$ cat config.mk
export PLATFORM = sky130hd
export DESIGN_NAME = vnm_norm_cell
export DESIGN_NICKNAME = d
export VERILOG_FILES = /design/src/rtl/vnm_pkg.sv /design/src/rtl/vnm_norm_cell.sv
export SDC_FILE = /design/constraint.sdc
export NUM_CORES = 1
export LEC_CHECK = 0
export BUFFER_PORTS_ARGS = -buffer_cell sky130_fd_sc_hd__buf_2
export CORE_UTILIZATION = 35
export CTS_BUF_LIST = sky130_fd_sc_hd__clkbuf_4
export CTS_CLUSTER_DIAMETER = 80
export DETAILED_ROUTE_END_ITERATION = 8
export PLACE_DENSITY = 0.63
export SYNTH_ARGS = -nofsm -noshare
export SYNTH_HDL_FRONTEND = slang
export SYNTH_SLANG_ARGS = --single-unit
$ cat constraint.sdc
create_clock -name clk -period 1.8 [get_ports clk]
set_input_delay 0.36 -clock clk [delete_from_list [all_inputs] [get_ports clk]]
set_output_delay 0.36 -clock clk [all_outputs]
set_load 0.01 [all_outputs]
$ cat src/rtl/vnm_pkg.sv
// Shared types and constants for the vector normalize/move pipeline.
package vnm_pkg;

	// Operation carried on the input tuser bit
	typedef enum logic {
		OP_NORMALIZE = 1'b0,
		OP_MOVE      = 1'b1
	} op_t;

	// Normalization: the larger magnitude is brought into [2^30, 2^31)
	localparam int TOP_EXP    = 30;
	localparam int NORM_STEPS = 5;
	localparam int MAG_BITS   = 31;

	// Square root: 64-bit radicand, 32 digit cells, 32-bit length
	localparam int ROOT_BITS  = 64;
	localparam int SQRT_STEPS = 32;
	localparam int LEN_BITS   = 32;

endpackage

$ cat src/rtl/vnm_norm_cell.sv
// Normalize cell: shifts both magnitudes left or right by one power-of-two step, or passes them unchanged.
module vnm_norm_cell #(
	parameter int MW = 49,
	parameter int SW = 101,
	parameter int K  = 0
) (
	input  logic          clk,
	input  logic          arst_n,
	input  logic          en,
	input  logic          vld,
	input  logic [MW-1:0] mx,
	input  logic [MW-1:0] my,
	input  logic [SW-1:0] side,
	output logic          vld_q,
	output logic [MW-1:0] mx_q,
	output logic [MW-1:0] my_q,
	output logic [SW-1:0] side_q
);

	localparam int SH = 1 << K;

	logic [MW-1:0] mm;
	logic [MW-1:0] mx_n;
	logic [MW-1:0] my_n;
	logic          go_right;
	logic          go_left;

	// pick the direction from the larger magnitude
	always_comb begin
		mm       = (mx > my) ? mx : my;
		go_right = (mm >> (vnm_pkg::TOP_EXP + SH)) != '0;
		go_left  = (mm >> (vnm_pkg::TOP_EXP + 1 - SH)) == '0;
		if (go_right) begin
			mx_n = mx >> SH;
			my_n = my >> SH;
		end else if (go_left) begin
			mx_n = mx << SH;
			my_n = my << SH;
		end else begin
			mx_n = mx;
			my_n = my;
		end
	end

	always_ff @(posedge clk or negedge arst_n) begin
		if (!arst_n) begin
			vld_q <= 1'b0;
		end else if (en) begin
			vld_q <= vld;
		end
	end

	always_ff @(posedge clk) begin
		if (en) begin
			mx_q   <= mx_n;
			my_q   <= my_n;
			side_q <= side;
		end
	end

endmodule

# Yosys cells after proc, flatten, opt, wreduce, memory -nomap -nowiden
# Index checks and enable logic that the tools add are counted.
totals:
  reg_bits: 200
  in_bits: 203
  output_inout_bits: 200
  wordCells: 14
classes:
  n_lt_le_gt_ge: 1
  muxes: 5
  n_reduce_logical: 2
ops:
  columns: ["cell", "n"]
  rows:
  - ["$mux 49", 3]
  - ["$mux 48", 2]
  - ["$gt 49x49->1", 1]
  - ["$logic_not 49->1", 1]
  - ["$reduce_bool 49->1", 1]

# Logic depth before layout (Yosys ltp)
logic_depth:
  depth_word: 5
  depth_mapped: 14

# Least setup slack after synthesis
# No wires, ideal clock.
synth_path:
  path_kind: "input-to-reg"
  start: "in my[48]"
  end: "reg mx_q[2], data pin"
  setup_time_ns: 0.264
  arrival_time_ns: 2.927
  t_required_ns: 1.536
  path_slack_ns: -1.391
  cell_stages: 12
  path_buffers: 2
  path_cell_list: "inv_1 -> ha_1 -> nand4_1 -> or4_4 -> or3_1 -> o32a_1 -> nand3_1 -> mux2_2 -> buf_2 -> buf_2 -> nor2_1 -> a31oi_1"
synth_via:
  elab_chain_cells: 5
synth_lines:
  columns: ["item", "line", "source"]
  rows:
  - ["from (decl)", "vnm_norm_cell.sv:12", "input logic [MW-1:0] my,"]
  - ["$gt 49x49->1", "vnm_norm_cell.sv:30", "mm = (mx > my) ? mx : my;"]
  - ["$mux 49 (*)", "vnm_norm_cell.sv:30", null]
  - ["$logic_not 49->1", "vnm_norm_cell.sv:32", "go_left = (mm >> (vnm_pkg::TOP_EXP + 1 - SH)) == '0;"]
  - ["$mux 49", "vnm_norm_cell.sv:36", "end else if (go_left) begin"]
  - ["$mux 48 (*)", "vnm_norm_cell.sv:33", "if (go_right) begin"]
  - ["named net mx_n[2]", "vnm_norm_cell.sv:23", "logic [MW-1:0] mx_n;"]
  - ["to (signal assigned)", "vnm_norm_cell.sv:55", "mx_q <= mx_n;"]
  - ["to (decl)", "vnm_norm_cell.sv:15", "output logic [MW-1:0] mx_q,"]
# The timed path passes the listed nets; every way through them passes the cells marked *.
# A chain may end at the register's enable or synchronous reset.

# Final worst setup path
layout_path:
  start: "in my[36]"
  end: "reg my_q[39], data pin"
layout_via:
  elab_chain_cells: 5
layout_lines:
  columns: ["item", "line", "source"]
  rows:
  - ["$gt 49x49->1", "vnm_norm_cell.sv:30", null]
  - ["$mux 49 (*)", "vnm_norm_cell.sv:30", null]
  - ["$logic_not 49->1", "vnm_norm_cell.sv:32", null]
  - ["$mux 49", "vnm_norm_cell.sv:36", null]
  - ["$mux 48 (*)", "vnm_norm_cell.sv:33", null]
  - ["named net my_n[39]", "vnm_norm_cell.sv:24", "logic [MW-1:0] my_n;"]
  - ["to (signal assigned)", "vnm_norm_cell.sv:56", "my_q <= my_n;"]
  - ["to (decl)", "vnm_norm_cell.sv:16", "output logic [MW-1:0] my_q,"]
# Marked as above.

==> impl_metrics.tcl <==
set metrics [dict create \
    multi_input_area_mm2 0.00390 \
    synth_edf_count 199 \
    fin_ws_ns -1.08 \
    timing.final.crit_share 1.60 \
    ys.warnings.count 0 \
    p_total_mw 11.3 \
    finalClockSkew_ns 0 \
    via_per_inst 5.32 \
    hpwl_um 26300 \
    vdd_ir_drop_max_mv 0.484 \
    yosysUniqueCellTypes 43 \
    cts_max_level 4 \
    nets 1794 \
    regArea_mm2 0.00600 \
    r2r_cells 1 \
    p_per_area_mw_per_mm2 685 \
    n_fill_cell 2189 \
    cts_tree "done" \
    vias 10300 \
    antenna_found_initial 5 \
    leakage_nw 7.05 \
    clk_latency_ns 0.57 \
    grt_pass1_vias 9740 \
    relSlewSlack 0.602 \
    cts_sinks 200 \
    worstPathArrival_ns 3.31 \
    avgSynthCellArea_um2 11.3 \
    fp.dieArea_mm2 0.0287 \
    cts_inserted_buffers 17 \
    max_freq_ghz 0.347 \
    path_clk_slew_ns 0.19 \
    grt-ovfl-total 0 \
    rsz0062_at_grt "true" \
    grt_usage 0.270 \
    die_h_um 169 \
    routed_wl_um 41600 \
    min_period_ns 2.88 \
    setup_viol 98 \
    netlist_area_mm2 0.00980 \
    cp.required_ns 2.23 \
    place_congestion 0.877 \
    place.port_buffers 402 \
    design.core.area_mm2 0.0272 \
    wl_per_cell_um 21.6 \
    die_w_um 169 \
    endpoint_kind "register" \
    areaGrowthSynthToFinish_pct 68.7 \
    hold_depth 3 \
    maxCapViolations 0 \
    ant_nets 0 \
    path_max_fanout 6 \
    grt_pass1_wl_um 57900 \
    tightest_slew_ns 0.591 \
    mostFrequentLayoutCells "385 x buf_2, 199 x edfxtp_1, 150 x buf_4" \
    cts_root_buf "clkbuf_4" \
    drc_errors 0 \
    drt_pass1_iterations 5 \
    row_count 60 \
    ys.flop_type "edfxtp_1" \
    start_util 0.360 \
    hold_slack_ns 0.171 \
    synthCells 864 \
    critPathLaunchType "primary input" \
    maxSlewViolCount 0 \
    violations "setup timing" \
    clock_path_buffers 2 \
    grt_start_max_net_pins 42 \
    synth-seq-cells 200 \
    num_io_pins 403 \
    setup.worst_path.class "primary input to register" \
    hold_violations 0 \
    synth_async_sr_flop_share 0.00500 \
    syn_nets 1116 \
    seq_area_frac_synth 0.613 \
    hp-class "primary input to register" \
    final_common_cell "buf_2" \
    drt_iter0_markers 829 \
    drive_above_1_share 0.494 \
    outcome "complete, but fails checks" \
]
critical path, stage by stage:
cell and delay, ns:
buf_8 0.08, inv_4 0.03, ha_4 0.25, nand4_1 0.17, or4_4 0.58, or3_1 0.33, o32a_1 0.33, and3_4 0.19
nor3_4 0.20, buf_4 0.15, buf_6 0.10, buf_6 0.12, clkbuf_16 0.16, o21ai_1 0.07, a31oi_1 0.17
per-layer routing:
layer,global-route usage,part of all wire,vias to the layer above,wire length [µm]
li1,-,-,4669,-
met5,0,0.00029,-,12
met1,0.328,0.39,4982,16000
met4,0.115,0.041,2,1690
met3,0.0613,0.082,94,3410
met2,0.459,0.49,528,20500
synth_stat cells, types with 2 or more instances:
cell	instances	area (µm²)
edfxtp_1	199	5980
nand3_1	99	495
o21ai_0	99	495
nor2_1	94	353
a31oi_1	90	563
inv_1	54	203
ha_1	49	613
buf_2	27	135
a21oi_1	26	130
clkbuf_1	25	93.8
nand2_1	20	75.1
nand4_1	15	93.8
nor4_1	12	75.1
buf_6	10	113
and4_1	3	26.3
mux2_2	3	33.8
nor3_1	3	15.0
o211ai_1	3	22.5
o22ai_1	3	18.8
o31ai_1	3	22.5
a211oi_1	2	15.0
and3_1	2	12.5
o21ai_1	2	10.0
o21bai_1	2	15.0
what timing repair did:
action,CTS,global route
buffers inserted,16,10
hold buffers,104,0
resized for setup,112,117
endpoints found under the setup margin,98,98
hold endpoints to repair,103,0
pin swaps,29,56
cloned,15,11
path summary, 6_finish.rpt:
kind                                   start                  to  slack, ns
max                                   my[36]  my_q[39]$_DFFE_PP_      -1.08
min                                   my[31]  my_q[32]$_DFFE_PP_       0.17
max reg2reg                vld_q$_DFFE_PN0P_   vld_q$_DFFE_PN0P_       1.03
min reg2reg                vld_q$_DFFE_PN0P_   vld_q$_DFFE_PN0P_       0.55
max in group asynchronous             arst_n   vld_q$_DFFE_PN0P_       1.10
min in group asynchronous             arst_n   vld_q$_DFFE_PN0P_       0.60
logic make-up after synthesis:
group	after synthesis	share of synthesized area
AO/OA/AOI/OAI	241	0.142
adder cells (fa/ha/maj)	49	0.0626
buffers and inverters	117	0.0563
flip-flops	200	0.613
multiplexers	4	0.00447
AND/OR/NAND/NOR	253	0.122
power breakdown:
group          switching [mW]  internal [mW]
sequential              0.116           5.52
clock                    1.92          0.667
combinational            1.61           1.48
layout make-up:
| cell class | count | area share |
|---|---|---|
| inverter | 54 | 0.0147 |
| sequential | 200 | 0.363 |
| clock buffer | 17 | 0.00772 |
| clock inverter | 14 | 0.0108 |
| tap | 372 | 0.0282 |
| antenna | 4 | 0.000606 |
| multi-input combinational | 548 | 0.236 |
| timing repair buffer | 721 | 0.339 |
metrics by stage:
stage | cells | setup slack (ns) | utilization | setup TNS [ns] | area [µm²]
after global routing | 1928 | -1.10 | 0.608 | -101.00 | 16500
final | 1930 | -1.08 | 0.608 | -98.09 | 16500
after global placement | 1742 | -1.60 | 0.503 | -151.96 | 13700
after detailed placement | 1742 | -1.67 | 0.503 | -158.35 | 13700
after floorplan | 864 | -1.21 | - | -116.21 | 10100
after CTS | 1908 | -0.928 | 0.583 | -85.83 | 15900
state kept, by name, indices dropped and copies added, names as in the netlist:
register  cells
side_q      101
mx_q         49
vld_q         1
my_q         49
Note: power is estimated with default switching activity, not from simulation.
