$ cat src/rtl/vnm_pkg.sv
// Shared types and constants for the vector normalize/move pipeline.
package vnm_pkg;

	// Operation carried on the input tuser bit
	typedef enum logic {
		OP_NORMALIZE = 1'b0,
		OP_MOVE      = 1'b1
	} op_t;

	// Normalization: the larger magnitude is brought into [2^30, 2^31)
	localparam int TOP_EXP    = 30;
	localparam int NORM_STEPS = 5;
	localparam int MAG_BITS   = 31;

	// Square root: 64-bit radicand, 32 digit cells, 32-bit length
	localparam int ROOT_BITS  = 64;
	localparam int SQRT_STEPS = 32;
	localparam int LEN_BITS   = 32;

endpackage

$ cat src/rtl/vnm_div_cell.sv
// Divide cell: one restoring quotient bit for the x and y lanes.
module vnm_div_cell #(
	parameter int W  = 32,
	parameter int SW = 69
) (
	input  logic                              clk,
	input  logic                              arst_n,
	input  logic                              en,
	input  logic                              vld,
	input  logic [vnm_pkg::LEN_BITS-1:0]      len,
	input  logic [1:0][vnm_pkg::LEN_BITS-1:0] rem,
	input  logic [1:0][W-1:0]                 nq,
	input  logic [SW-1:0]                     side,
	output logic                              vld_q,
	output logic [vnm_pkg::LEN_BITS-1:0]      len_q,
	output logic [1:0][vnm_pkg::LEN_BITS-1:0] rem_q,
	output logic [1:0][W-1:0]                 nq_q,
	output logic [SW-1:0]                     side_q
);

	logic [1:0][vnm_pkg::LEN_BITS-1:0] rem_n;
	logic [1:0][W-1:0]                 nq_n;

	// nq shifts numerator bits out at the top and quotient bits in at the bottom
	always_comb begin
		logic [vnm_pkg::LEN_BITS:0] r2;
		logic                       ge;
		for (int l = 0; l < 2; l++) begin
			r2       = {rem[l], nq[l][W-1]};
			ge       = r2 >= {1'b0, len};
			rem_n[l] = ge ? vnm_pkg::LEN_BITS'(r2 - {1'b0, len})
			              : r2[vnm_pkg::LEN_BITS-1:0];
			nq_n[l]  = {nq[l][W-2:0], ge};
		end
	end

	always_ff @(posedge clk or negedge arst_n) begin
		if (!arst_n) begin
			vld_q <= 1'b0;
		end else if (en) begin
			vld_q <= vld;
		end
	end

	always_ff @(posedge clk) begin
		if (en) begin
			len_q  <= len;
			rem_q  <= rem_n;
			nq_q   <= nq_n;
			side_q <= side;
		end
	end

endmodule

$ cat config.mk
export PLATFORM = sky130hd
export DESIGN_NAME = vnm_div_cell
export DESIGN_NICKNAME = d
export VERILOG_FILES = /design/src/rtl/vnm_pkg.sv /design/src/rtl/vnm_div_cell.sv
export SDC_FILE = /design/constraint.sdc
export NUM_CORES = 1
export LEC_CHECK = 0
export ABC_CLOCK_PERIOD_IN_PS = 950
export BUFFER_PORTS_ARGS = -buffer_cell sky130_fd_sc_hd__buf_2
export CORE_AREA = 5 5 176 178
export DETAILED_ROUTE_END_ITERATION = 16
export DIE_AREA = 0 0 181 183
export GPL_TIMING_DRIVEN = 0
export HOLD_SLACK_MARGIN = 0.1
export PLACE_DENSITY = 0.66
export SLEW_MARGIN = 0
export SYNTH_ARGS = -nofsm -noshare
export SYNTH_HDL_FRONTEND = slang
export SYNTH_SLANG_ARGS = --single-unit
$ cat constraint.sdc
create_clock -name clk -period 0.95 [get_ports clk]
set_input_delay 0.0475 -clock clk [delete_from_list [all_inputs] [get_ports clk]]
set_output_delay 0.0475 -clock clk [all_outputs]
set_load 0.05 [all_outputs]
* Word-level counts from Yosys, hierarchy flattened
Cells that the tools add are included.
** Cells by class
- Add/subtract/negate cells :: 2
- Magnitude comparators :: 2
- Muxes and demuxes :: 2
** Operators by type and width (number)
- $ge 33x32->1 :: 2
- $mux 32 :: 2
- $sub 32x32->32 :: 2
** Word-level totals
- Bits in registers :: 230
- Input port bits :: 233
- Word-level logic and storage cells :: 13

* Longest topological paths before layout
Gate-level depths: netlist of the first run.
- Depth in word-level cells :: 2
- Mapped depth :: 14

* Least setup slack after synthesis of the first run
Ideal clock, no wire load.
- Kind :: input to register
- Start :: input port len[18] (netlist bit)
- End :: register rem_q[56] (netlist bit) (data pin)
- Library setup time :: 262 ps
- Data arrival time :: 2649 ps
- Required time :: 688 ps
- Path slack :: -1961 ps
- Stages :: 13
- Cell sequence :: inv_1 ha_1 buf_2 a21o_1 a21o_1 a21o_1 a221oi_2 o21ai_1 a31oi_1 a21oi_2 a2111oi_4 buf_6 mux2_1
** RTL lines
- start: declaration :: RTL line vnm_div_cell.sv:10 : input logic [vnm_pkg::LEN_BITS-1:0] len,
- end signal: assignment :: RTL line vnm_div_cell.sv:48 : rem_q <= rem_n;
- end: declaration :: RTL line vnm_div_cell.sv:16 : output logic [1:0][vnm_pkg::LEN_BITS-1:0] rem_q,

==> results of run 1 <==
==> worst max-delay path, stage by stage <==
cell       delay, ns
buf_2           0.11
inv_4           0.05
ha_4            0.29
nand2_1         0.07
or3_4           0.39
o21ai_4         0.21
o21ai_4         0.08
or3_4           0.42
a21oi_4         0.18
a2111oi_4       0.05
buf_4           0.18
buf_12          0.14
mux2_4          0.31
==> power groups by stage <==
| stage | clock network [W] | registers, W | logic (W) |
|---|---|---|---|
| final | 0.00942 | 0.0131 | 0.0133 |
| after global routing | 0.0101 | 0.0131 | 0.0138 |
| after CTS | 0.00955 | 0.0128 | 0.0115 |
| after detailed placement | 0 | 0.0129 | 0.00925 |
| after global placement | 0 | 0.0130 | 0.00917 |
| after floorplan | 0 | 0.0166 | 0.00286 |
==> path summary, 6_finish.rpt <==
path                              start         to  slack (ns)
worst min-delay path             len[0]   len_q[0]       -0.29
worst min register to register    vld_q      vld_q        0.56
max in group asynchronous        arst_n      vld_q        0.50
worst max register to register    vld_q      vld_q        0.15
min in group asynchronous        arst_n      vld_q        0.33
worst max-delay path            len[13]  rem_q[59]       -1.32
==> sequential cells by signal, indices dropped and copies added (netlist names) <==
name and count:
side_q 69, nq_q 64, rem_q 64, len_q 32, vld_q 1
==> area by class of cell <==
type                    count  share of cell area
clock inverters            10             0.00426
plain buffers               7             0.00706
multi-input cells         536               0.246
diodes                      6            0.000730
inverters                  49              0.0121
well taps                 390              0.0237
flip-flops and latches    230               0.336
clock buffers              33              0.0329
repair buffers            773               0.338
==> metal layers <==
layer,track usage,vias to the layer above
li1,-,4743
met1,0.281,5172
met2,0.438,472
met3,0.0656,120
met4,0.0820,6
met5,0,-
==> cells in the mapped netlist, drive strengths merged, types with 3 or more instances <==
library cell	n	area, µm²
edfxtp	229	6880
ha	64	801
nand2	64	240
o21ai	61	305
a21oi	55	279
inv	49	184
mux2	33	372
nor2	30	113
xnor2	30	263
xor2	29	254
a21o	27	203
clkbuf	21	78.8
nand4	14	87.6
nand3	13	65.1
nor2b	13	81.3
a31oi	12	75.1
nand2b	9	56.3
and3	6	37.5
nor3	6	30.0
o21bai	6	45.0
o211ai	5	37.5
or3	5	31.3
buf	4	38.8
o31a	4	35.0
a2111oi	3	45.1
a211oi	3	22.5
and2	3	18.8
nor4	3	18.8
o2111ai	3	26.3
o21a	3	22.5
o221ai	3	26.3
==> cell families (layout without fill, tap and decap cells) <==
family,Yosys count,in the layout,synth area share
mux,35,35,0.0354
simple gates,173,174,0.0752
other cells,0,6,0
compound gates,202,202,0.116
fa+ha+maj,66,66,0.0760
buf+inv,74,872,0.0273
flops,230,230,0.624
xor+xnor,59,59,0.0467
==> stage by stage <==
| stage | util | power (W) | std cells | worst slack [ns] |
|---|---|---|---|---|
| 2_1_floorplan | - | 0.0195 | 839 | -1.75 |
| 5_1_grt | 0.703 | 0.0370 | 2034 | -1.38 |
| 6_report | 0.703 | 0.0358 | 2034 | -1.32 |
| 4_1_cts | 0.644 | 0.0339 | 2002 | -1.34 |
| 3_5_place_dp | 0.488 | 0.0222 | 1692 | -2.64 |
| 3_3_place_gp | 0.486 | 0.0221 | 1691 | -3.50 |
==> timing repair <==
| item | CTS | global route |
|---|---|---|
| endpoints found under the hold margin | 296 | 113 |
| buffers inserted | 63 | 23 |
| hold buffers | 216 | 8 |
| resized for setup | 268 | 664 |
| endpoints found under the setup margin | 428 | 428 |
| cloned | 7 | 3 |
| pin swaps | 55 | 35 |
==> placed cells by master (no fill, tap or decap), drive strengths merged, types with 9 or more instances in the layout <==
cell type	synthesis	routed
buf	4	551
edfxtp	229	229
dlygate4sd3	0	223
nand2	64	64
ha	64	64
o21ai	61	61
a21oi	55	55
inv	49	48
clkbuf	21	39
mux2	33	33
nor2	30	30
xnor2	30	30
xor2	29	29
a21o	27	27
nand4	14	14
nand3	13	13
nor2b	13	13
a31oi	12	12
nand2b	9	9
==> flow_summary.ini, run 1 <==
[floorplanning]
core_um2 = 29200
rows = 63
ios = 463
die_y_um = 183
die-area_um2 = 33100
initial_core_util = 0.378
die_x_um = 181

[detailed_routing]
drcViolationCount = 0
dr_wl_met3_um = 3230
top_layer = met5
postRouteWirelength_um = 46600
routedLengthMet1_um = 17200
ant_nets = 0
wl_met2_um = 24200
routed_via_density = 5.17
drtIter0Drc = 589
first_pass_iters = 5
routedWlPerCell_um = 22.9
dr_total_vias = 10500

[timing]
fmax_ghz = 0.440
rsz0062_at_grt = true
fin_crit_ns = 2.27
tns_ns = -120.34
period_share = 2.39
hold_ws_ns = -0.294
tightest_slew_ns = 0.769
relSlewSlack = 0.483
hold_viol = 44
setup_violations = 296
slew_viol_final = 0
setup_ws_ns = -1.32
skew_ns = 0

[cts]
clockBufferDepth = 3
clkLatencyLatePin_ns = 0.53
htree_levels = 1
numCtsBuffers = 26
cts_tree = built
clock-sinks = 230
cts_root_buf = clkbuf_16
clk_pin_slew_ns = 0.06

[power_and_ir_drop]
p_leak_nw = 8.64
internal_power_w = 0.0234
p_sw_w = 0.0123
power_frac_seq = 0.365
comb_power_share = 0.372
power_density_nw_per_um2 = 1740
p_sw_frac = 0.345
ir_drop_mv = 1.60
power_frac_clock = 0.263

[yosys]
synth_area_um2 = 11100
ys_seq_area_frac = 0.624
synth.distinct_cells = 54
netlist_instances = 839
synth.avg_cell_area_um2 = 13.2
synth_seq_cells = 230
synth-main-ff-cell = edfxtp_1
synth_edf_count = 229
synthArstFlopShare = 0.00435
synthesis.nets = 1138
yosys_warnings = 0

[global_route]
grt_usage = 0.243
antenna_found_initial = 9
grt_pass1_vias = 10600
grt_pass1_wl_um = 63000
overflow = 0
grt_max_degree = 133

[worst_setup_path]
worstPathArrival_ns = 2.56
worst_setup_path_start_kind = primary input
worstSetupEndpointType = flip-flop
reg2regPathDepth = 1
cp_data_required_time_ns = 1.24
crit_path_max_fanout = 5
worstSetupPathType = in2reg

[layout]
drive_gt1_frac = 0.484
area_growth_pct = 85.8
nFillCells = 1881
multi_input_area_um2 = 5050
seq_area_um2 = 6900
final_cell_area_um2 = 20600
nets = 1922

[worst_hold_path]
hold_class = in2reg
min_path_cells = 1

[place]
gp_congestion = 0.907
io_buffers = 462
placed_area_um2 = 14300
dp_hpwl_um = 28100

[run_status]
outcome = complete, but fails checks
violations = hold timing, setup timing

[run]
cap_violations = 0
Power figures use the tool's default switching activity.
==> run 2, diff against run 1 <==
- ABC_CLOCK_PERIOD_IN_PS: 950 -> 2210
- GPL_TIMING_DRIVEN: 0 -> unset
- clock period: 0.95 -> 2.21 ns (I/O delays scaled with it)
==> run 2 against run 1 <==
Sequential share of layout area rose by 0.64 points. Largest power group is now sequential cells. The run ends with setup timing left. Final area shrank 1.9%. Critical path type unchanged. Total power down 58%.
==> flow_summary.ini, run 2 (synthesized netlist as in run 1, its figures left out) <==
[run_status]
outcome = complete, but fails checks
violations = setup timing

[floorplanning]
die-area_um2 = 33100
die_x_um = 181
initial_core_util = 0.378
die_y_um = 183
core_um2 = 29200
rows = 63
ios = 463

[worst_setup_path]
cp_top_family = compound AO/OA/AOI/OAI gates
cp_data_required_time_ns = 2.48
worstSetupEndpointType = flip-flop
cp_cell_sequence = buf_8 -> inv_8 -> ha_4 -> a21o_1 -> a21o_1 -> a21o_1 -> a221oi_2 -> o21ai_2 -> a31oi_2 -> a21oi_4 -> a2111oi_4 -> buf_4 -> buf_12 -> buf_16 -> mux2_4
cpMostUsedCell = a21o_1
cp_slowest_stage_delay_ns = 0.30
crit_slowest_cell = mux2_4
crit_path_max_fanout = 6
cp.buffers_inverters = 5
worst_setup_path_start_kind = primary input
worstPathArrival_ns = 2.69
worstSetupPathType = in2reg

[layout]
nets = 2080
drive_gt1_frac = 0.504
largest_register_ffs = 69
final_cell_mix = buf_2, dlygate4sd3_1, edfxtp_1
seq_area_um2 = 6900
utilization = 0.690
multi_input_area_um2 = 4900
area_growth_pct = 82.3
nFillCells = 1979
largestRegisters = side_q: 69 flops, nq_q: 64 flops, rem_q: 64 flops
final_common_cell = buf_2
largest_register = side_q

[cts]
cts_root_buf = clkbuf_16
clkLatencyLatePin_ns = 0.52
clockBufferDepth = 3
numCtsBuffers = 25
htree_levels = 1
clock-sinks = 230
cts_tree = built
clk_pin_slew_ns = 0.06

[power_and_ir_drop]
ir_drop_mv = 0.635
total_power_w = 0.0149
power_density_nw_per_um2 = 737
p_leak_nw = 8.94

[timing]
setup_ws_ns = -0.204
setup_violations = 37
skew_ns = 0
period_share = 1.09
relSlewSlack = 0.637
hold_viol = 0
rsz0062_at_grt = true
tightest_slew_ns = 0.543
slew_viol_final = 0
tns_ns = -5.10
fmax_ghz = 0.414
fin_crit_ns = 2.41

[detailed_routing]
postRouteWirelength_um = 46100
ant_nets = 0
dr_total_vias = 10900
drcViolationCount = 0
routed_via_density = 4.97
routedWlPerCell_um = 21.0
drtIter0Drc = 689
first_pass_iters = 5

[global_route]
grt_pass1_wl_um = 65200
overflow = 0
antenna_found_initial = 6
grt_max_degree = 65
grt_pass1_vias = 11300
grt_usage = 0.250

[place]
dp_hpwl_um = 29700
io_buffers = 462
gp_congestion = 0.840

[run]
cap_violations = 0

[worst_hold_path]
hold_class = in2reg
## run 2: timing repair
item | in CTS | in global routing
hold endpoints to repair | 276 | 3
buffers inserted | 17 | 23
gates resized for setup | 80 | 139
endpoints found under the setup margin | 58 | 65
cloned | 3 | 5
hold buffers | 232 | 3
pin swaps | 27 | 59
## run 2: final timing paths
check / start / endpoint / slack (ns) / depth (start not counted)
setup reg to reg: vld_q / vld_q / 1.47 / 1
hold reg to reg: vld_q / vld_q / 0.52 / 1
max in group asynchronous: arst_n / vld_q / 1.67 / 3
setup / recovery: len[18] / rem_q[46] / -0.20 / 15
hold / removal: rem[20] / rem_q[21] / 0.12 / 3
min in group asynchronous: arst_n / vld_q / 0.43 / 3
## run 2: final cells by class
cell class / count / area share
tap: 390 / 0.0242
multi-input combinational: 536 / 0.243
inverter: 49 / 0.0112
timing repair buffer: 939 / 0.341
clock inverter: 10 / 0.00323
clock buffer: 36 / 0.0345
antenna: 5 / 0.000620
sequential: 230 / 0.342
## run 2: stage by stage
stage	std cells	cell area [µm²]	hold WS (ns)	setup WS, ns
6_report	2195	20200	0.119	-0.204
3_5_place_dp	1873	15600	-0.114	-0.987
5_1_grt	2195	20200	0.108	-0.270
4_1_cts	2170	19300	0.114	-0.209
3_3_place_gp	1873	15600	-0.112	-0.929
2_1_floorplan	839	11400	-0.185	-0.549
## run 2: routing by layer
| metal | wire length [µm] | global-route usage | part of all wire |
|---|---|---|---|
| met1 | 17300 | 0.291 | 0.38 |
| met2 | 23600 | 0.450 | 0.51 |
| met3 | 3270 | 0.0605 | 0.071 |
| met4 | 1870 | 0.0934 | 0.040 |
| met5 | 7 | 0 | 0.00015 |
## run 2: power by group
group          internal, W  leakage [nW]  total [W]  switching [W]
Combinational      0.00210          6.32    0.00540        0.00330
Clock              0.00220         0.371    0.00397        0.00177
Sequential         0.00536          2.25    0.00549       0.000135
Total              0.00965          8.94     0.0149        0.00521
