`src/rtl/vnm_pkg.sv`:
```
// Shared types and constants for the vector normalize/move pipeline.
package vnm_pkg;

	// Operation carried on the input tuser bit
	typedef enum logic {
		OP_NORMALIZE = 1'b0,
		OP_MOVE      = 1'b1
	} op_t;

	// Normalization: the larger magnitude is brought into [2^30, 2^31)
	localparam int TOP_EXP    = 30;
	localparam int NORM_STEPS = 5;
	localparam int MAG_BITS   = 31;

	// Square root: 64-bit radicand, 32 digit cells, 32-bit length
	localparam int ROOT_BITS  = 64;
	localparam int SQRT_STEPS = 32;
	localparam int LEN_BITS   = 32;

endpackage

```
`src/rtl/vnm_sqrt_cell.sv`:
```
// Square root cell: one result digit of the integer square root per cell.
module vnm_sqrt_cell #(
	parameter int SW = 163,
	parameter int I  = 0
) (
	input  logic                          clk,
	input  logic                          arst_n,
	input  logic                          en,
	input  logic                          vld,
	input  logic [vnm_pkg::ROOT_BITS-1:0] n,
	input  logic [vnm_pkg::ROOT_BITS-1:0] r,
	input  logic [SW-1:0]                 side,
	output logic                          vld_q,
	output logic [vnm_pkg::ROOT_BITS-1:0] n_q,
	output logic [vnm_pkg::ROOT_BITS-1:0] r_q,
	output logic [SW-1:0]                 side_q
);

	localparam logic [vnm_pkg::ROOT_BITS-1:0] BIT =
		vnm_pkg::ROOT_BITS'(1) << (62 - 2 * I);

	logic [vnm_pkg::ROOT_BITS-1:0] t;
	logic [vnm_pkg::ROOT_BITS-1:0] n_n;
	logic [vnm_pkg::ROOT_BITS-1:0] r_n;
	logic                          ge;

	// trial subtract of r + bit
	always_comb begin
		t   = r + BIT;
		ge  = n >= t;
		n_n = ge ? (n - t) : n;
		r_n = ge ? ((r >> 1) + BIT) : (r >> 1);
	end

	always_ff @(posedge clk or negedge arst_n) begin
		if (!arst_n) begin
			vld_q <= 1'b0;
		end else if (en) begin
			vld_q <= vld;
		end
	end

	always_ff @(posedge clk) begin
		if (en) begin
			n_q    <= n_n;
			r_q    <= r_n;
			side_q <= side;
		end
	end

endmodule

```
`config.mk`:
```
export PLATFORM = sky130hd
export DESIGN_NAME = vnm_sqrt_cell
export DESIGN_NICKNAME = d
export VERILOG_FILES = /design/src/rtl/vnm_pkg.sv /design/src/rtl/vnm_sqrt_cell.sv
export SDC_FILE = /design/constraint.sdc
export NUM_CORES = 1
export LEC_CHECK = 0
export BUFFER_PORTS_ARGS = -buffer_cell sky130_fd_sc_hd__buf_2
export CELL_PAD_IN_SITES_DETAIL_PLACEMENT = 0
export CELL_PAD_IN_SITES_GLOBAL_PLACEMENT = 1
export CORE_AREA = 2 2 229 231
export CTS_BUF_LIST = sky130_fd_sc_hd__clkbuf_4 sky130_fd_sc_hd__clkbuf_8
export CTS_CLUSTER_DIAMETER = 50
export CTS_CLUSTER_SIZE = 30
export DETAILED_ROUTE_END_ITERATION = 10
export DIE_AREA = 0 0 231 233
export PLACE_DENSITY = 0.67
export SLEW_MARGIN = 10
export SYNTH_ARGS = -nofsm -noshare
export SYNTH_HDL_FRONTEND = slang
export SYNTH_SLANG_ARGS = --single-unit
```
`constraint.sdc`:
```
create_clock -name clk -period 0.9 [get_ports clk]
set_input_delay 0.135 -clock clk [delete_from_list [all_inputs] [get_ports clk]]
set_output_delay 0.135 -clock clk [all_outputs]
set_load 0.02 [all_outputs]
```
Word level (Yosys, flattened, before mapping)
Cells that the tools add are included.
{"block": "word_totals", "regBits": 292, "output_inout_bits": 292}
{"block": "classes", "n_addsub": 3, "magnitude_cmp": 1, "mux": 2}
{"cell": "63-bit by 63-bit adder with 64-bit output, second input constant", "n": 1}
{"cell": "64-bit by 63-bit adder with 64-bit output, second input constant", "n": 1}
{"cell": "64-bit >= comparator", "n": 1}
{"cell": "64-bit two-way mux", "n": 1}
{"cell": "64-bit subtractor", "n": 1}
{"cell": "63-bit two-way mux", "n": 1}

Logic depth before layout (Yosys ltp)
Gate-level depths: netlist (run 1).
{"block": "depth", "ltp_word": 3, "depth_mapped": 15, "mapped_depth_nobuf": 13}

Least setup slack after synthesis (run 1)
Ideal clock, no wire load.
{"block": "synth_timing", "kind": "input-to-reg", "start": "in n[0] (netlist bit)", "end": "reg n_q[53] (netlist bit), data pin", "setup_ps": 262, "arrival_ps": 2718, "required_time_ps": 638, "path_slack_ps": -2080, "cell_stages": 13, "path_buffers": 2, "cell_sequence": "inv_1 -> ha_1 -> fa_1 -> nand2b_1 -> a21oi_1 -> o21ai_1 -> o21ba_1 -> a31oi_4 -> o211ai_1 -> a31oi_1 -> buf_4 -> buf_4 -> mux2_1"}
{"block": "synth_between", "elab_chain_cells": 2, "elab_cells_between_ends": 3, "classes_between": "add/sub (1); order compare (1); mux (1)"}
{"element": "start: declaration", "line_no": "vnm_sqrt_cell.sv:10", "text": "input logic [vnm_pkg::ROOT_BITS-1:0] n,"}
{"element": "64-bit subtractor / 64-bit >= comparator (equally long branches)", "line_no": "vnm_sqrt_cell.sv:31, vnm_sqrt_cell.sv:30"}
{"element": "64-bit two-way mux *", "line_no": "vnm_sqrt_cell.sv:31", "text": "n_n = ge ? (n - t) : n;"}
{"element": "net n_n, one bit", "line_no": "vnm_sqrt_cell.sv:23", "text": "logic [vnm_pkg::ROOT_BITS-1:0] n_n;"}
{"element": "end signal: assignment", "line_no": "vnm_sqrt_cell.sv:45", "text": "n_q <= n_n;"}
{"element": "end: declaration", "line_no": "vnm_sqrt_cell.sv:14", "text": "output logic [vnm_pkg::ROOT_BITS-1:0] n_q,"}
The timed path passes the listed nets; every way through them passes the cells marked *.
A chain may end at the register's enable or synchronous reset.

Final worst setup path (run 1)
{"block": "layout_timing", "start": "in r[5] (netlist bit)", "end": "reg n_q[59] (netlist bit), data pin"}
{"block": "layout_between", "elab_chain_cells": 3, "elab_cells_between_ends": 4, "classes_between": "add/sub (2); order compare (1); mux (1)"}
{"element": "start: declaration", "line_no": "vnm_sqrt_cell.sv:11", "text": "input logic [vnm_pkg::ROOT_BITS-1:0] r,"}
{"element": "64-bit by 63-bit adder with 64-bit output *", "line_no": "vnm_sqrt_cell.sv:29", "text": "t = r + BIT;"}
{"element": "64-bit subtractor / 64-bit >= comparator (equally long branches)", "line_no": "vnm_sqrt_cell.sv:31, vnm_sqrt_cell.sv:30"}
{"element": "64-bit two-way mux *", "line_no": "vnm_sqrt_cell.sv:31"}
{"element": "net n_n, one bit", "line_no": "vnm_sqrt_cell.sv:23"}
Marked as above.

==> results.sh, run 1 <==
export IMPL_ys_flop_type="edfxtp_1"
export IMPL_synth_fp_nets=1444
export IMPL_reg2reg_depth=1
export IMPL_cts_sinks=292
export IMPL_worst_path_buf_inv=7
export IMPL_root_buffer="clkbuf_8"
export IMPL_hpwl_mm=50.95
export IMPL_cp_slowest_stage_delay_ns=0.34
export IMPL_finalWorstSetupSlack_ns=-1.548
export IMPL_hold_slack_ns=-0.1482
export IMPL_num_rows=83
export IMPL_drc_errors=0
export IMPL_max_slew_margin_rel_pct=60.35
export IMPL_finalCritPeriodShare_pct=272.0
export IMPL_synth_seq_area_share_pct=62.56
export IMPL_dp_cells=2654
export IMPL_area_delta_synth_final_pct=94.28
export IMPL_hold_violations=1
export IMPL_startpoint_type="input port"
export IMPL_synthArstFlopShare_pct=0.3425
export IMPL_drv_cap=0
export IMPL_gp_congestion=0.9975
export IMPL_violations="negative hold slack, negative setup slack"
export IMPL_drt_initial_drc_count=814
export IMPL_fin_crit_ns=2.448
export IMPL_chipHeight_um=233
export IMPL_wl_mm=68.55
export IMPL_grt_pass1_wl_mm=94.53
export IMPL_antenna_left=0
export IMPL_crit_arrival_ns=2.81
export IMPL_drive_gt1_share_pct=50.42
export IMPL_wl_per_cell_um=22.42
export IMPL_critPathCaptureType="register"
export IMPL_tightest_slew_ns=0.5936
export IMPL_start_util_pct=27.42
export IMPL_antenna_found_initial=17
export IMPL_final_cell_count_no_fill=3058
export IMPL_rsz0062_at_grt="yes"
export IMPL_clk_pin_slew_ns=0.07
export IMPL_status="finished with violations"
export IMPL_cts_tree="yes"
export IMPL_gr_total_overflow=0
export IMPL_clockBufferDepth=3
export IMPL_cp_top_family="compound AO/OA/AOI/OAI gates"
export IMPL_syn_avg_cell_area_um2=12.92
export IMPL_synth_edf_count=291
export IMPL_viasPerCell=4.655
export IMPL_cp_slowest_cell="or3_4"
export IMPL_cts_made_buffers=39
export IMPL_fin_worst_skew_ns=0
export IMPL_slew_viol_final=0
export IMPL_portBuffers=586
export IMPL_final_common_cell="buf_4"
export IMPL_synth_warnings=0
export IMPL_htree_levels=2
export IMPL_cp_max_fo=7
export IMPL_hold_buffers=288
export IMPL_ys_seq_elements=292
export IMPL_drtPass1Iterations=5
export IMPL_syn_area_um2=14010
export IMPL_cellPowerDensity_nw_per_um2=1627
export IMPL_design_core_area_um2=51090
export IMPL_setup_viol=358
export IMPL_fin_setup_tns_ns=-220.09
export IMPL_peakVddDrop_mv=1.213
export IMPL_grt_max_degree=36
export IMPL_synth_cell_types=68
export IMPL_final_cell_mix="buf_4 (336), buf_2 (325), edfxtp_1 (291)"
export IMPL_critical_path_cell_chain="buf_8 > inv_4 > ha_4 > a21o_1 > or3_4 > buf_6 > o21ai_4 > o21ba_4 > a31oi_4 > o211ai_1 > a31oi_4 > buf_6 > buf_4 > buf_8 > buf_16 > a41o_1"
export IMPL_routed_via_count=14234
export IMPL_ios=587
export IMPL_final_nets=2698
export IMPL_min_path_type="input port to register"
export IMPL_hold_path_depth=3
export IMPL_clock_latency_ns=0.66
export IMPL_post_place_ws_ns=-2.390
export IMPL_cp_depth=16
export IMPL_max_freq_mhz=408.5
export IMPL_dieArea_um2=53820
export IMPL_grt_pass1_vias=14677
export IMPL_die_x_um=231
export IMPL_path_class="input port to register"
export IMPL_cp_required_ns=1.27
export IMPL_syn_inst=1084
export IMPL_track_usage_pct=23.95
export IMPL_leakagePower_nw=12.01
==> state kept, by name, indices dropped and copies added (netlist names) <==
signal  flops
n_q        64
side_q    163
r_q        64
vld_q       1
==> final cells by class <==
class                   count  area (um2)
well taps                 680       850.8
clock inverters            32       421.7
inverters                  87       336.6
clock buffers              39       536.8
repair buffers           1249       10750
fillers                  4436       23880
flip-flops and latches    292        8763
diodes                     10       25.02
multi-input cells         669        5530
==> path summary, 6_finish.rpt <==
| check | from | end | slack (ns) |
|---|---|---|---|
| setup / recovery | r[5] | n_q[59] | -1.55 |
| hold / removal | n[0] | n_q[0] | -0.15 |
| setup reg to reg | vld_q | vld_q | 0.11 |
| hold reg to reg | vld_q | vld_q | 0.58 |
| max in group asynchronous | arst_n | vld_q | 0.49 |
| min in group asynchronous | arst_n | vld_q | 0.31 |
==> metal layers <==
| metal | global-route usage (%) | vias to the layer above | part of all wire (%) |
|---|---|---|---|
| li1 | - | 6596 | - |
| met1 | 29.93 | 6951 | 41 |
| met2 | 40.45 | 550 | 48 |
| met3 | 6.238 | 121 | 7.3 |
| met4 | 7.399 | 16 | 3.3 |
| met5 | 0 | - | 0.16 |
==> tightest hold or removal path, stage by stage <==
cell and delay (ns):
buf_8 0.10, nor2_4 0.04, a21oi_2 0.08
==> power breakdown <==
group | total, W | switching (W) | internal (W)
Sequential | 0.0172 | 0.000689 | 0.0165
Combinational | 0.0146 | 0.00696 | 0.00761
Clock | 0.0125 | 0.00628 | 0.00619
Total | 0.0443 | 0.0139 | 0.0303
==> synth_stat cells, drive strengths merged, types with 7 or more instances <==
cell	instances	area [um2]
nor2	61	231.5
ha	64	800.8
nand2	69	259.0
o211ai	8	60.06
a21o	41	307.8
inv	87	326.6
nor2b	7	43.79
nand3	10	50.05
o21ai	51	255.2
buf	11	87.58
nor3	17	90.09
xnor2	39	341.6
mux2	52	585.6
clkbuf	25	93.84
a21oi	101	505.5
xor2	17	148.9
nand4	21	131.4
o21bai	17	127.6
edfxtp	291	8738
==> repair_timing <==
| item | in CTS | in global routing |
|---|---|---|
| endpoints found under the setup margin | 358 | 494 |
| pin swaps | 24 | 35 |
| cloned | 5 | 7 |
| hold endpoints to repair | 306 | 1 |
| resized for setup | 431 | 229 |
| setup buffers | 16 | 10 |
==> metrics by stage <==
stage          util [%]  area (um2)  total power [W]
6_report          53.26       27210          0.04427
5_1_grt           53.23       27200          0.04600
4_1_cts           51.16       26140          0.04373
3_5_place_dp      40.27       20580          0.02817
3_3_place_gp      40.27       20580          0.02812
2_1_floorplan         -       14300          0.02265
==> logic make-up (layout without fill, tap and decap cells) <==
| logic type | after synthesis | in the layout | synth area share (%) |
|---|---|---|---|
| compound gates | 272 | 272 | 12.44 |
| xor+xnor | 56 | 56 | 3.501 |
| fa+ha+maj | 65 | 65 | 5.859 |
| buf+inv | 123 | 1407 | 3.626 |
| flops | 292 | 292 | 62.56 |
| mux | 53 | 53 | 4.252 |
| other cells | 0 | 10 | 0 |
| simple gates | 223 | 223 | 7.762 |
Note: power is estimated with default switching activity, not from simulation.
==> run 2: changes to the inputs <==
--- a/config.mk
+++ b/config.mk
@@ -10,3 +10,3 @@
 export CELL_PAD_IN_SITES_GLOBAL_PLACEMENT = 1
-export CORE_AREA = 2 2 229 231
+export CORE_AREA = 2 2 226 228
 export CTS_BUF_LIST = sky130_fd_sc_hd__clkbuf_4 sky130_fd_sc_hd__clkbuf_8
@@ -15,4 +15,4 @@
 export DETAILED_ROUTE_END_ITERATION = 10
-export DIE_AREA = 0 0 231 233
-export PLACE_DENSITY = 0.67
+export DIE_AREA = 0 0 228 230
+export PLACE_DENSITY = 0.69
 export SLEW_MARGIN = 10
==> constraint.sdc (replaced) <==
create_clock -name clk -period 0.9 [get_ports clk]
set_input_delay 0 -clock clk [delete_from_list [all_inputs] [get_ports clk]]
set_output_delay 0 -clock clk [all_outputs]
set_load 0.02 [all_outputs]
==> run 2 against run 1 <==
Against the previous run:
- the flow still finishes with violations (negative hold slack, negative setup slack)
- routed wire length fell by 2.8%
- utilization rose by 1.3 points
- first-iteration DRC count down 12%
- largest cell class unchanged
- non-clock buffer count shrank 6
- final area hardly changed
- combinational power about the same
- clock power down 5%
==> results.sh, run 2 (synthesis gave the netlist of run 1 again) <==
export IMPL_min_path_type="input port to register"
export IMPL_routed_via_count=14106
export IMPL_fin_area_um2=27200
export IMPL_max_freq_mhz=441.9
export IMPL_fillers=4267
export IMPL_cts_tree="yes"
export IMPL_clockPowerShare_pct=27.1
export IMPL_cts_sinks=292
export IMPL_max_slew_margin_rel_pct=54.80
export IMPL_drive_gt1_share_pct=51.29
export IMPL_p_int_w=0.02960
export IMPL_top_usage_layer="met2"
export IMPL_violations="negative hold slack, negative setup slack"
export IMPL_placed_cell_area_um2=20520
export IMPL_htree_levels=2
export IMPL_clockBufferDepth=3
export IMPL_start_util_pct=28.09
export IMPL_gp_congestion=1.024
export IMPL_area_delta_synth_final_pct=94.19
export IMPL_design_core_area_um2=49860
export IMPL_peakVddDrop_mv=1.300
export IMPL_drc_errors=0
export IMPL_setup_viol=358
export IMPL_grt_pass1_vias=14680
export IMPL_final_common_cell="buf_2"
export IMPL_wl_per_cell_um=21.81
export IMPL_ios=587
export IMPL_fin_worst_skew_ns=0
export IMPL_combPwrFrac_pct=33.7
export IMPL_antenna_left=0
export IMPL_crit_top_cell="buf_12"
export IMPL_tightest_slew_ns=0.6766
export IMPL_grt_pass1_wl_mm=94.97
export IMPL_hpwl_mm=49.74
export IMPL_pwr_share_seq_pct=39.2
export IMPL_hold_slack_ns=-0.3627
export IMPL_startpoint_type="input port"
export IMPL_cp_required_ns=1.30
export IMPL_final_cell_mix="buf_2 (331), buf_4 (327), edfxtp_1 (291)"
export IMPL_drv_cap=0
export IMPL_cp_max_fo=5
export IMPL_root_buffer="clkbuf_8"
export IMPL_portBuffers=586
export IMPL_cp_slowest_cell="or3_4"
export IMPL_rr_endpoint="vld_q"
export IMPL_path_class="input port to register"
export IMPL_grt_max_degree=31
export IMPL_reg_largest_list="side_q: 163 flops, n_q: 64 flops, r_q: 64 flops"
export IMPL_reg2reg_depth=1
export IMPL_cp_top_family="compound AO/OA/AOI/OAI gates"
export IMPL_largest_register_ffs=163
export IMPL_p_sw_w=0.01432
export IMPL_cellPowerDensity_nw_per_um2=1615
export IMPL_clock_latency_ns=0.65
export IMPL_slew_viol_final=0
export IMPL_rrSetupSlack_ns=0.12
export IMPL_drt_initial_drc_count=717
export IMPL_gr_total_overflow=0
export IMPL_fin_crit_ns=2.263
export IMPL_use_met3_pct=7.664
export IMPL_final_nets=2694
export IMPL_viasPerCell=4.619
export IMPL_critical_path_cell_chain="buf_8 > inv_4 > ha_4 > a21o_1 > or3_4 > o21ai_4 > o21ba_4 > a31oi_4 > o211ai_1 > a31oi_4 > buf_12 > buf_12 > buf_12 > buf_16 > mux2_4"
export IMPL_crit_arrival_ns=2.67
export IMPL_antenna_found_initial=21
export IMPL_cts_made_buffers=41
export IMPL_use_met1_pct=30.11
export IMPL_dieArea_um2=52440
export IMPL_hold_violations=6
export IMPL_cp_slowest_stage_delay_ns=0.36
export IMPL_grtUsageMet2_pct=41.02
export IMPL_clk_pin_slew_ns=0.09
export IMPL_rsz0062_at_grt="yes"
export IMPL_wl_mm=66.60
export IMPL_p_sw_share_pct=32.61
export IMPL_track_usage_pct=24.36
export IMPL_die_x_um=228
export IMPL_hold_path_depth=2
export IMPL_hold_path_endpoint="r_q[0]"
export IMPL_finalWorstSetupSlack_ns=-1.363
export IMPL_worstHoldStart="r[1]"
export IMPL_status="finished with violations"
export IMPL_finalCritPeriodShare_pct=251.4
export IMPL_chipHeight_um=230
export IMPL_num_rows=82
export IMPL_largest_register="side_q"
export IMPL_critPathCaptureType="register"
export IMPL_leakagePower_nw=12.02
export IMPL_worst_path_buf_inv=6
export IMPL_drtPass1Iterations=4
export IMPL_rr_startpoint="vld_q"
-- run 2: cell count changes in the layout (fill, tap and decap cells not counted), moves of 6 or more --
cell       before  now
nor2_2          7   13
inv_6           3   10
buf_2         325  331
buf_4         336  327
mux2_4         34   40
clkbuf_16       7    1
-- run 2: layout make-up --
type / instances / area, um2 / share of cell area, %
timing repair buffer: 1243 / 10620 / 39.04
sequential: 292 / 8763 / 32.21
multi-input combinational: 669 / 5683 / 20.89
tap: 672 / 840.8 / 3.091
clock buffer: 43 / 585.6 / 2.153
inverter: 87 / 336.6 / 1.237
clock inverter: 33 / 335.3 / 1.233
antenna: 15 / 37.54 / 0.1380
-- run 2: what timing repair did --
item,in CTS,in global routing
endpoints found under the setup margin,358,358
buffers inserted,20,10
gates resized for setup,479,215
hold endpoints to repair,548,9
hold buffers,287,3
pin swaps,35,43
gates cloned,6,1
-- run 2: how the worst max path moves through the flow --
stage	from	to	slack, ns	depth (start not counted)
floorplan	n[0]	n_q[18]	-1.67	13
global placement	n[3]	n_q[49]	-2.36	15
detailed placement	r[3]	n_q[49]	-2.37	16
CTS	r[5]	n_q[62]	-1.36	15
global route	r[16]	n_q[62]	-1.45	16
finish	r[5]	n_q[41]	-1.36	15
-- run 2: through the flow --
stage	setup TNS, ns	instances	setup slack, ns	utilization (%)	power, W
after global routing	-194.71	3045	-1.454	54.51	0.04569
after global placement	-135.40	2638	-2.361	41.15	0.02809
after floorplan	-106.25	1084	-1.674	-	0.02265
after CTS	-183.00	3026	-1.363	52.68	0.04333
after detailed placement	-136.77	2638	-2.370	41.15	0.02812
final	-172.87	3054	-1.363	54.56	0.04393
-- run 2: metal layers --
layer  up-vias  routed length (um)  share of wire [%]
li1       6594                   -                  -
met1      6875               27380                 41
met2       524               32070                 48
met3       101                5218                7.8
met4        12                1859                2.8
met5         -                  72               0.11
-- run 2: power by group through the flow --
stage / logic (W) / registers, W / clock network, W
6_report: 0.0148 / 0.0172 / 0.0119
5_1_grt: 0.0156 / 0.0173 / 0.0127
4_1_cts: 0.0140 / 0.0171 / 0.0122
3_5_place_dp: 0.0109 / 0.0172 / 0
3_3_place_gp: 0.0109 / 0.0172 / 0
2_1_floorplan: 0.00379 / 0.0189 / 0
